File: config.mk
export PLATFORM = sky130hd
export DESIGN_NAME = raster_tile_binarize_classify_core
export DESIGN_NICKNAME = d
export VERILOG_FILES = /design/src/design/rtbc_pkg.sv /design/src/design/rtbc_pack.sv /design/src/design/rtbc_seen.sv /design/src/design/raster_tile_binarize_classify_core.sv
export SDC_FILE = /design/constraint.sdc
export NUM_CORES = 1
export LEC_CHECK = 0
export ABC_AREA = 1
export BUFFER_PORTS_ARGS = -buffer_cell sky130_fd_sc_hd__buf_2
export CORE_MARGIN = 2
export CORE_UTILIZATION = 50
export DETAILED_ROUTE_END_ITERATION = 12
export PLACE_DENSITY = 0.68
export SLEW_MARGIN = 20
export SYNTH_ARGS = -nofsm -noshare
export SYNTH_HDL_FRONTEND = slang
export SYNTH_SLANG_ARGS = --single-unit
export TNS_END_PERCENT = 10
File: constraint.sdc
create_clock -name clk -period 7.5 [get_ports clk]
set_clock_uncertainty 0.05 [all_clocks]
set_input_delay 1.125 -clock clk [delete_from_list [all_inputs] [get_ports clk]]
set_output_delay 1.125 -clock clk [all_outputs]
set_load 0.02 [all_outputs]
File: src/design/rtbc_pkg.sv
// Shared constants, types and helpers for the raster tile binarize and classify core.
package rtbc_pkg;

  // Tile geometry; the tile edge is a multiple of eight pixels.
  localparam int unsigned TILE_SIZE        = 64;
  localparam int unsigned MAX_TILES_ACROSS = 64;
  localparam int unsigned TILE_LOG2        = $clog2(TILE_SIZE);
  localparam int unsigned COL_W            = 6;
  localparam int unsigned LINE_W           = 6;
  localparam int unsigned GRP_W            = 3;
  localparam int unsigned BAND_W           = 6;
  localparam int unsigned PX_W             = TILE_LOG2 + COL_W;
  localparam int unsigned TA_W             = 7;
  localparam int unsigned GROUPS_PER_LINE  = TILE_SIZE / 8;

  // Per-column seen flags: bit 0 a clear pixel, bit 1 a set pixel.
  localparam logic [1:0] SEEN_CLEAR = 2'b01;
  localparam logic [1:0] SEEN_SET   = 2'b10;

  // Tile kind codes.
  localparam logic [1:0] KIND_CLEAR   = 2'd0;
  localparam logic [1:0] KIND_BLOCKED = 2'd1;
  localparam logic [1:0] KIND_MIXED   = 2'd2;

  // Configuration register indexes (byte address bits [3:2]).
  localparam logic [1:0] REG_PIXEL_MODE   = 2'd0;
  localparam logic [1:0] REG_INVERT_INPUT = 2'd1;
  localparam logic [1:0] REG_TILES_ACROSS = 2'd2;

  // Configuration as seen by the datapath.
  typedef struct packed {
    logic            pixel_mode;
    logic            invert_input;
    logic [TA_W-1:0] tiles_across;
  } cfg_t;

  // One packed group and its place in the tile grid.
  typedef struct packed {
    logic [7:0]        bits;
    logic [COL_W-1:0]  col;
    logic [LINE_W-1:0] line;
    logic [GRP_W-1:0]  grp;
    logic [BAND_W-1:0] band;
    logic              done;
  } grp_t;

  // Reverse the bit order of a byte so the first pixel lands in bit 0.
  function automatic logic [7:0] rev8(input logic [7:0] b);
    logic [7:0] r;
    for (int i = 0; i < 8; i++) begin
      r[i] = b[7-i];
    end
    return r;
  endfunction

endpackage

File: src/design/rtbc_pack.sv
// Pixel binarizer, group packer and raster position counters.
module rtbc_pack (
  input  logic           clk,
  input  logic           rst_n,
  input  rtbc_pkg::cfg_t cfg,
  input  logic           acc,
  input  logic [7:0]     raw_byte,
  output logic           emit,
  output rtbc_pkg::grp_t grp_o
);
  import rtbc_pkg::*;

  logic [2:0]        cnt_r, cnt_nxt;
  logic [7:0]        part_r, part_nxt;
  logic [PX_W-1:0]   px_r, px_nxt;
  logic [LINE_W-1:0] line_r, line_nxt;
  logic [BAND_W-1:0] band_r, band_nxt;

  logic [7:0]        b;
  logic [7:0]        rb;
  logic [15:0]       merged;
  logic [7:0]        single;
  logic [7:0]        bits;
  logic [TA_W-1:0]   tcount;
  logic [PX_W:0]     px_sum;
  logic [PX_W:0]     row_end;
  logic [LINE_W:0]   line_sum;
  logic [BAND_W:0]   band_sum;

  // Clamp the tile count to its legal range.
  always_comb begin
    if (cfg.tiles_across == '0) begin
      tcount = TA_W'(1);
    end else if (cfg.tiles_across > TA_W'(MAX_TILES_ACROSS)) begin
      tcount = TA_W'(MAX_TILES_ACROSS);
    end else begin
      tcount = cfg.tiles_across;
    end
  end

  // Binarize the byte and merge its pixels into the partial group.
  always_comb begin
    b      = raw_byte ^ {8{cfg.invert_input}};
    rb     = rev8(b);
    merged = {8'd0, part_r} | ({8'd0, rb} << cnt_r);
    single = part_r | (8'(|b) << cnt_r);
    if (cfg.pixel_mode) begin
      emit     = 1'b1;
      bits     = merged[7:0];
      part_nxt = merged[15:8];
      cnt_nxt  = cnt_r;
    end else begin
      emit     = (cnt_r == 3'd7);
      bits     = single;
      part_nxt = emit ? 8'd0 : single;
      cnt_nxt  = cnt_r + 3'd1;
    end
  end

  // Current group position.
  always_comb begin
    grp_o.bits = bits;
    grp_o.col  = px_r[PX_W-1:TILE_LOG2];
    grp_o.line = line_r;
    grp_o.grp  = GRP_W'(px_r[TILE_LOG2-1:3]);
    grp_o.band = band_r;
    grp_o.done = (line_r == LINE_W'(TILE_SIZE - 1)) &&
                 (px_r[TILE_LOG2-1:3] == GRP_W'(GROUPS_PER_LINE - 1));
  end

  // Advance x, line and band after each emitted group.
  always_comb begin
    px_sum   = {1'b0, px_r} + (PX_W+1)'(8);
    row_end  = {tcount[TA_W-1:0], {TILE_LOG2{1'b0}}};
    line_sum = {1'b0, line_r} + (LINE_W+1)'(1);
    band_sum = {1'b0, band_r} + (BAND_W+1)'(1);
    px_nxt   = px_r;
    line_nxt = line_r;
    band_nxt = band_r;
    if (emit) begin
      if (px_sum >= row_end) begin
        px_nxt = '0;
        if (line_sum >= (LINE_W+1)'(TILE_SIZE)) begin
          line_nxt = '0;
          if (band_sum >= (BAND_W+1)'(tcount)) begin
            band_nxt = '0;
          end else begin
            band_nxt = band_sum[BAND_W-1:0];
          end
        end else begin
          line_nxt = line_sum[LINE_W-1:0];
        end
      end else begin
        px_nxt = px_sum[PX_W-1:0];
      end
    end
  end

  always_ff @(posedge clk) begin
    if (!rst_n) begin
      cnt_r  <= '0;
      part_r <= '0;
      px_r   <= '0;
      line_r <= '0;
      band_r <= '0;
    end else if (acc) begin
      cnt_r  <= cnt_nxt;
      part_r <= part_nxt;
      px_r   <= px_nxt;
      line_r <= line_nxt;
      band_r <= band_nxt;
    end
  end

endmodule

File: src/design/rtbc_seen.sv
// Per-column seen-flag memory with read-modify-write and tile classification.
module rtbc_seen (
  input  logic                       clk,
  input  logic                       rst_n,
  input  logic                       rd_en,
  input  logic [rtbc_pkg::COL_W-1:0] rd_col,
  input  logic                       wr_en,
  input  rtbc_pkg::grp_t             grp_i,
  output logic [1:0]                 kind
);
  import rtbc_pkg::*;

  localparam int unsigned DEPTH = 1 << COL_W;

  logic [1:0]       mem [DEPTH];
  logic [DEPTH-1:0] vld_r;
  logic [1:0]       rd_data_r;
  logic             rd_vld_r;
  logic             lw_vld_r;
  logic [COL_W-1:0] lw_col_r;
  logic [1:0]       lw_data_r;
  logic [1:0]       cur;
  logic [1:0]       f;
  logic [1:0]       wr_data;

  // Synchronous read port.
  always_ff @(posedge clk) begin
    if (rd_en) begin
      rd_data_r <= mem[rd_col];
    end
  end

  // Write port.
  always_ff @(posedge clk) begin
    if (wr_en) begin
      mem[grp_i.col] <= wr_data;
    end
  end

  // Valid bits mark columns written since reset; the last write is kept for forwarding.
  always_ff @(posedge clk) begin
    if (!rst_n) begin
      vld_r    <= '0;
      rd_vld_r <= 1'b0;
      lw_vld_r <= 1'b0;
    end else begin
      if (rd_en) begin
        rd_vld_r <= vld_r[rd_col];
      end
      if (wr_en) begin
        vld_r[grp_i.col] <= 1'b1;
        lw_vld_r         <= 1'b1;
      end
    end
  end

  always_ff @(posedge clk) begin
    if (wr_en) begin
      lw_col_r  <= grp_i.col;
      lw_data_r <= wr_data;
    end
  end

  // Merge this group into the column flags and classify on the tile's last group.
  always_comb begin
    if (lw_vld_r && (lw_col_r == grp_i.col)) begin
      cur = lw_data_r;
    end else if (rd_vld_r) begin
      cur = rd_data_r;
    end else begin
      cur = 2'b00;
    end
    f = cur;
    if (grp_i.bits != 8'h00) f = f | SEEN_SET;
    if (grp_i.bits != 8'hFF) f = f | SEEN_CLEAR;
    kind    = KIND_CLEAR;
    wr_data = f;
    if (grp_i.done) begin
      wr_data = 2'b00;
      if (f == (SEEN_SET | SEEN_CLEAR)) begin
        kind = KIND_MIXED;
      end else if (f == SEEN_SET) begin
        kind = KIND_BLOCKED;
      end
    end
  end

endmodule

File: src/design/raster_tile_binarize_classify_core.sv
// Top level of the raster tile binarize and classify core.
//
//  Channel | Direction | Contents
//  in_     | slave     | tdata[7:0] raw_byte
//  out_    | master    | tdata packed group and position, tlast tile_done, tuser tile_kind
//  cfg_    | APB slave | pixel_mode @0x0, invert_input @0x4, tiles_across @0x8
//
// One item is accepted per cycle while the input is not stalled. A packed group
// passes through the memory stage, where the column's seen flags are read from
// a synchronous memory, then sits in the output register.
// The input stalls only while the memory stage holds a group and the output
// register holds one that is not taken. Reset is synchronous, active low; the
// seen flags read as clear until written.
module raster_tile_binarize_classify_core (
  input  logic        clk,
  input  logic        rst_n,
  input  logic        in_tvalid,
  output logic        in_tready,
  input  logic [7:0]  in_tdata,     // [7:0] raw_byte
  output logic        out_tvalid,
  input  logic        out_tready,
  // [7:0] packed_bits, [13:8] tile_column, [19:14] tile_line,
  // [22:20] group_in_line, [28:23] tile_band, [31:29] zero
  output logic [31:0] out_tdata,
  output logic        out_tlast,
  output logic [1:0]  out_tuser,    // [1:0] tile_kind
  input  logic        cfg_psel,
  input  logic        cfg_penable,
  input  logic        cfg_pwrite,
  input  logic [3:0]  cfg_paddr,
  input  logic [31:0] cfg_pwdata,
  output logic [31:0] cfg_prdata,
  output logic        cfg_pready
);
  import rtbc_pkg::*;

  cfg_t       cfg_r;
  logic       cfg_wr;
  logic       in_acc;
  logic       emit;
  grp_t       grp0;
  logic       s1_vld_r;
  grp_t       s1_r;
  logic       s1_adv;
  logic [1:0] kind;
  logic       out_vld_r;
  grp_t       out_r;
  logic [1:0] out_kind_r;

  // Configuration registers.
  assign cfg_pready = 1'b1;
  assign cfg_wr     = cfg_psel && cfg_penable && cfg_pwrite;

  always_ff @(posedge clk) begin
    if (!rst_n) begin
      cfg_r.pixel_mode   <= 1'b0;
      cfg_r.invert_input <= 1'b0;
      cfg_r.tiles_across <= TA_W'(8);
    end else if (cfg_wr) begin
      unique case (cfg_paddr[3:2])
        REG_PIXEL_MODE:   cfg_r.pixel_mode   <= cfg_pwdata[0];
        REG_INVERT_INPUT: cfg_r.invert_input <= cfg_pwdata[0];
        REG_TILES_ACROSS: cfg_r.tiles_across <= cfg_pwdata[TA_W-1:0];
        default: ;
      endcase
    end
  end

  always_comb begin
    unique case (cfg_paddr[3:2])
      REG_PIXEL_MODE:   cfg_prdata = {31'd0, cfg_r.pixel_mode};
      REG_INVERT_INPUT: cfg_prdata = {31'd0, cfg_r.invert_input};
      REG_TILES_ACROSS: cfg_prdata = {{(32-TA_W){1'b0}}, cfg_r.tiles_across};
      default:          cfg_prdata = 32'd0;
    endcase
  end

  // Handshake: the memory stage moves when the output register is empty or its group is taken.
  assign s1_adv    = !out_vld_r || out_tready;
  assign in_tready = !s1_vld_r || s1_adv;
  assign in_acc    = in_tvalid && in_tready;

  rtbc_pack u_pack (
    .clk      (clk),
    .rst_n    (rst_n),
    .cfg      (cfg_r),
    .acc      (in_acc),
    .raw_byte (in_tdata),
    .emit     (emit),
    .grp_o    (grp0)
  );

  // Memory stage register.
  always_ff @(posedge clk) begin
    if (!rst_n) begin
      s1_vld_r <= 1'b0;
    end else if (in_acc) begin
      s1_vld_r <= emit;
    end else if (s1_adv) begin
      s1_vld_r <= 1'b0;
    end
  end

  always_ff @(posedge clk) begin
    if (in_acc && emit) begin
      s1_r <= grp0;
    end
  end

  rtbc_seen u_seen (
    .clk    (clk),
    .rst_n  (rst_n),
    .rd_en  (in_acc && emit),
    .rd_col (grp0.col),
    .wr_en  (s1_vld_r && s1_adv),
    .grp_i  (s1_r),
    .kind   (kind)
  );

  // Output register.
  always_ff @(posedge clk) begin
    if (!rst_n) begin
      out_vld_r <= 1'b0;
    end else if (s1_adv) begin
      out_vld_r <= s1_vld_r;
    end
  end

  always_ff @(posedge clk) begin
    if (s1_adv && s1_vld_r) begin
      out_r      <= s1_r;
      out_kind_r <= kind;
    end
  end

  assign out_tvalid = out_vld_r;
  assign out_tdata  = {3'd0, out_r.band, out_r.grp, out_r.line, out_r.col, out_r.bits};
  assign out_tlast  = out_r.done;
  assign out_tuser  = out_kind_r;

  // A kind is only reported on a tile's last group.
  a_kind_on_done: assert property (@(posedge clk) disable iff (!rst_n)
    (out_tvalid && !out_tlast) |-> (out_tuser == KIND_CLEAR))
    else $error("tile kind set on a group that does not end a tile");

  // The kind code is always a legal one.
  a_kind_legal: assert property (@(posedge clk) disable iff (!rst_n)
    out_tvalid |-> (out_tuser == KIND_CLEAR || out_tuser == KIND_BLOCKED ||
                    out_tuser == KIND_MIXED))
    else $error("illegal tile kind");

  // Input stalls only when both stages are full and the output is held.
  a_stall_cause: assert property (@(posedge clk) disable iff (!rst_n)
    !in_tready |-> (s1_vld_r && out_tvalid && !out_tready))
    else $error("input stalled without back-pressure");

  // A tile ends only on the last group of the last line.
  a_done_pos: assert property (@(posedge clk) disable iff (!rst_n)
    (out_tvalid && out_tlast) |->
      (out_tdata[19:14] == LINE_W'(TILE_SIZE - 1) &&
       out_tdata[22:20] == GRP_W'(GROUPS_PER_LINE - 1)))
    else $error("tile end flagged at wrong position");

endmodule
==> results.py <==
metrics = {
    "sta": {
        "tightest_slew_ns": 0.919,
        "grt_setup_unrepaired": "false",
        "whs_ns": 0.368,
        "fin_crit_sh_pct": 42.5,
        "min_period_ns": 3.19,
        "max_slew_margin_pct": 38.6,
        "finalSetupViolCount": 0,
        "finalWorstSetupSlack_ns": 4.31,
        "setup_tns_ns": 0,
        "hold_viol": 0,
        "fmax_mhz": 314,
        "slew_viol_final": 0,
    },
    "clocking": {
        "htree_num_levels": 1,
        "clk_pin_slew_ns": 0.06,
        "post_cts_resized": 0,
        "clk_path_buf_depth": 3,
        "cts.hold.buffers_added": 0,
        "cts_buffers": 31,
        "cts-root-buf": "clkbuf_16",
        "post_cts_buffers": 0,
        "clock_sinks": 303,
        "cts_tree": "done",
        "insertion_delay_ns": 0.56,
    },
    "global_routing": {
        "gr-total-overflow": 0,
        "grt_pass1_vias": 9191,
        "grt_pass1_wl_um": 47800,
        "antenna_found_initial": 0,
        "track_usage_pct": 21.3,
        "grt_max_degree": 83,
    },
    "detailed_routing": {
        "drtPass1Iterations": 5,
        "totalWireLength_um": 30000,
        "dr_total_vias": 9830,
        "drtAntennaViolNets": 0,
        "route.detailed.wl_per_inst_um": 16.6,
        "drt_iter0_markers": 904,
        "via_per_inst": 5.43,
        "drc": 0,
    },
    "final_layout": {
        "final_cell_mix": "nor2_1, nand2_1, edfxtp_1",
        "fill_cells": 2277,
        "layout_commonest_cell": "nor2_1",
        "antenna_cells": 0,
        "fin_area_um2": 14700,
        "drive_gt1_share_pct": 9.70,
        "num-nets-final": 1516,
        "seqCellArea_um2": 8010,
        "area_growth_pct": 10.4,
        "multi_input_area_um2": 4540,
    },
    "critical_path": {
        "cp.arrival_ns": 3.56,
        "critical_path_class": "reg2reg",
        "crit_required_ns": 7.88,
        "crit_fanout": 27,
        "start_kind": "register",
        "end_kind": "register",
    },
    "power_and_ir_drop": {
        "ir_drop_mv": 0.189,
        "power.total_w": 0.00331,
        "power_density_nw_per_um2": 226,
        "power.leakage_nw": 5.47,
    },
    "floorplan": {
        "dieArea_um2": 27900,
        "die_y_um": 167,
        "start_util_pct": 51.0,
        "core_um2": 26100,
        "rows": 59,
        "fp.dieW_um": 167,
        "pin_count": 121,
    },
    "place": {
        "dpl_cell_area_um2": 13700,
        "gp_congestion": 0.910,
        "dp_worst_setup_slack_ns": 4.08,
        "io_buffer_count": 64,
        "place_hpwl_um": 18600,
    },
    "synthesis": {
        "ys_seq_area_share_pct": 60.3,
        "syn_area_per_cell_um2": 9.47,
        "synth_cell_types": 41,
        "synthCells": 1402,
        "ys_warn_count": 0,
        "synth-seq-cells": 303,
        "synth_area_um2": 13300,
    },
    "status": {
        "status": "complete, no violations",
    },
    "job": {
        "maxCapViolCount": 0,
    },
    "hold_path": {
        "hp-class": "reg2reg",
    },
}
path summary, 6_finish.rpt:
kind                               start                       endpoint  slack (ns)  depth (start not counted)
max          u_pack.px_r[7]$_SDFFE_PN0P_  u_seen.rd_data_r[0]$_DFFE_PP_        4.31                         10
min reg2reg            s1_r[7]$_DFFE_PP_        out_tdata[20]$_DFFE_PP_        0.37                          0
min                    s1_r[7]$_DFFE_PP_        out_tdata[20]$_DFFE_PP_        0.37                          0
max reg2reg  u_pack.px_r[7]$_SDFFE_PN0P_  u_seen.rd_data_r[0]$_DFFE_PP_        4.31                         10
cells in the mapped netlist (all sizes together):
cell	n	share of area, %
o221ai	3	0.20
nor4	4	0.19
buf	57	2.9
o21ai	110	4.1
o211ai	10	0.57
nor2	296	8.6
o31ai	3	0.17
nand2	232	6.8
a22oi	1	0.057
nor3	23	0.87
conb	2	0.057
o21bai	4	0.23
a31oi	3	0.14
dfxtp	109	16
a211oi	5	0.28
nand3	49	2.0
clkbuf	28	0.79
clkinv	2	0.057
inv	93	2.6
a21boi	1	0.057
xnor2	2	0.13
or2	2	0.094
edfxtp	194	44
a21oi	77	2.9
o22ai	28	1.3
o21a	2	0.11
xor2	16	1.1
ha	16	1.5
nand4	13	0.61
mux2i	17	1.3
cell families after synthesis:
family | synth area share [%]
AO/OA/AOI/OAI | 10.2
XOR/XNOR | 1.19
adder cells (fa/ha/maj) | 1.51
buffers and inverters | 6.33
flip-flops | 60.3
multiplexers | 1.28
other | 0.0565
AND/OR/NAND/NOR | 19.2
through the flow:
| step | std cells | util [%] |
|---|---|---|
| 3_3_place_gp | 1751 | 52.6 |
| 6_report | 1809 | 56.2 |
| 3_5_place_dp | 1751 | 52.6 |
| 2_1_floorplan | 1429 | - |
| 4_1_cts | 1809 | 56.2 |
| 5_1_grt | 1809 | 56.2 |
worst max-delay path, stage by stage (launching register included):
cell      delay, ns
dfxtp_1        0.41
buf_4          0.29
inv_2          0.45
nand2_1        0.54
inv_2          0.46
a21oi_1        0.13
o211ai_1       0.20
nand2_1        0.09
o22ai_1        0.26
nand2_1        0.10
nand2_1        0.08
registers in the layout, summed over array words and instances, names as in the netlist, 2 cells and up:
signal / flops
out_tdata: 23
u_pack.px_r: 9
u_seen.rd_data_r: 2
u_seen.lw_col_r: 6
out_tuser: 2
u_pack.band_r: 6
u_seen.vld_r: 64
u_pack.part_r: 8
s1_r: 30
u_seen.lw_data_r: 2
cfg_r: 9
u_pack.cnt_r: 3
u_seen.mem: 128
u_pack.line_r: 6
layer usage:
| metal | part of all wire, % | wire length (um) | GRT usage (%) | up-vias |
|---|---|---|---|---|
| li1 | - | - | - | 4796 |
| met1 | 45 | 13400 | 29.8 | 4655 |
| met2 | 45 | 13600 | 34.2 | 330 |
| met3 | 7.6 | 2270 | 3.14 | 49 |
| met4 | 2.3 | 676 | 6.90 | 0 |
| met5 | 0 | 0 | 0 | - |
report_power, final:
| part | switching, W | leakage [nW] | internal (W) |
|---|---|---|---|
| Sequential | 0.00000888 | 2.63 | 0.00177 |
| Clock | 0.000631 | 0.465 | 0.000803 |
| Combinational | 0.0000759 | 2.37 | 0.0000271 |
| Total | 0.000715 | 5.47 | 0.00260 |
final cells by class:
class	count	share of cell area (%)
Sequential cell	303	54.7
Multi-Input combinational cell	946	31.0
Clock buffer	37	5.51
Tap cell	335	2.86
Timing Repair Buffer	72	2.60
Inverter	95	2.44
Clock inverter	21	0.956
(Power assumes the default switching activity.)
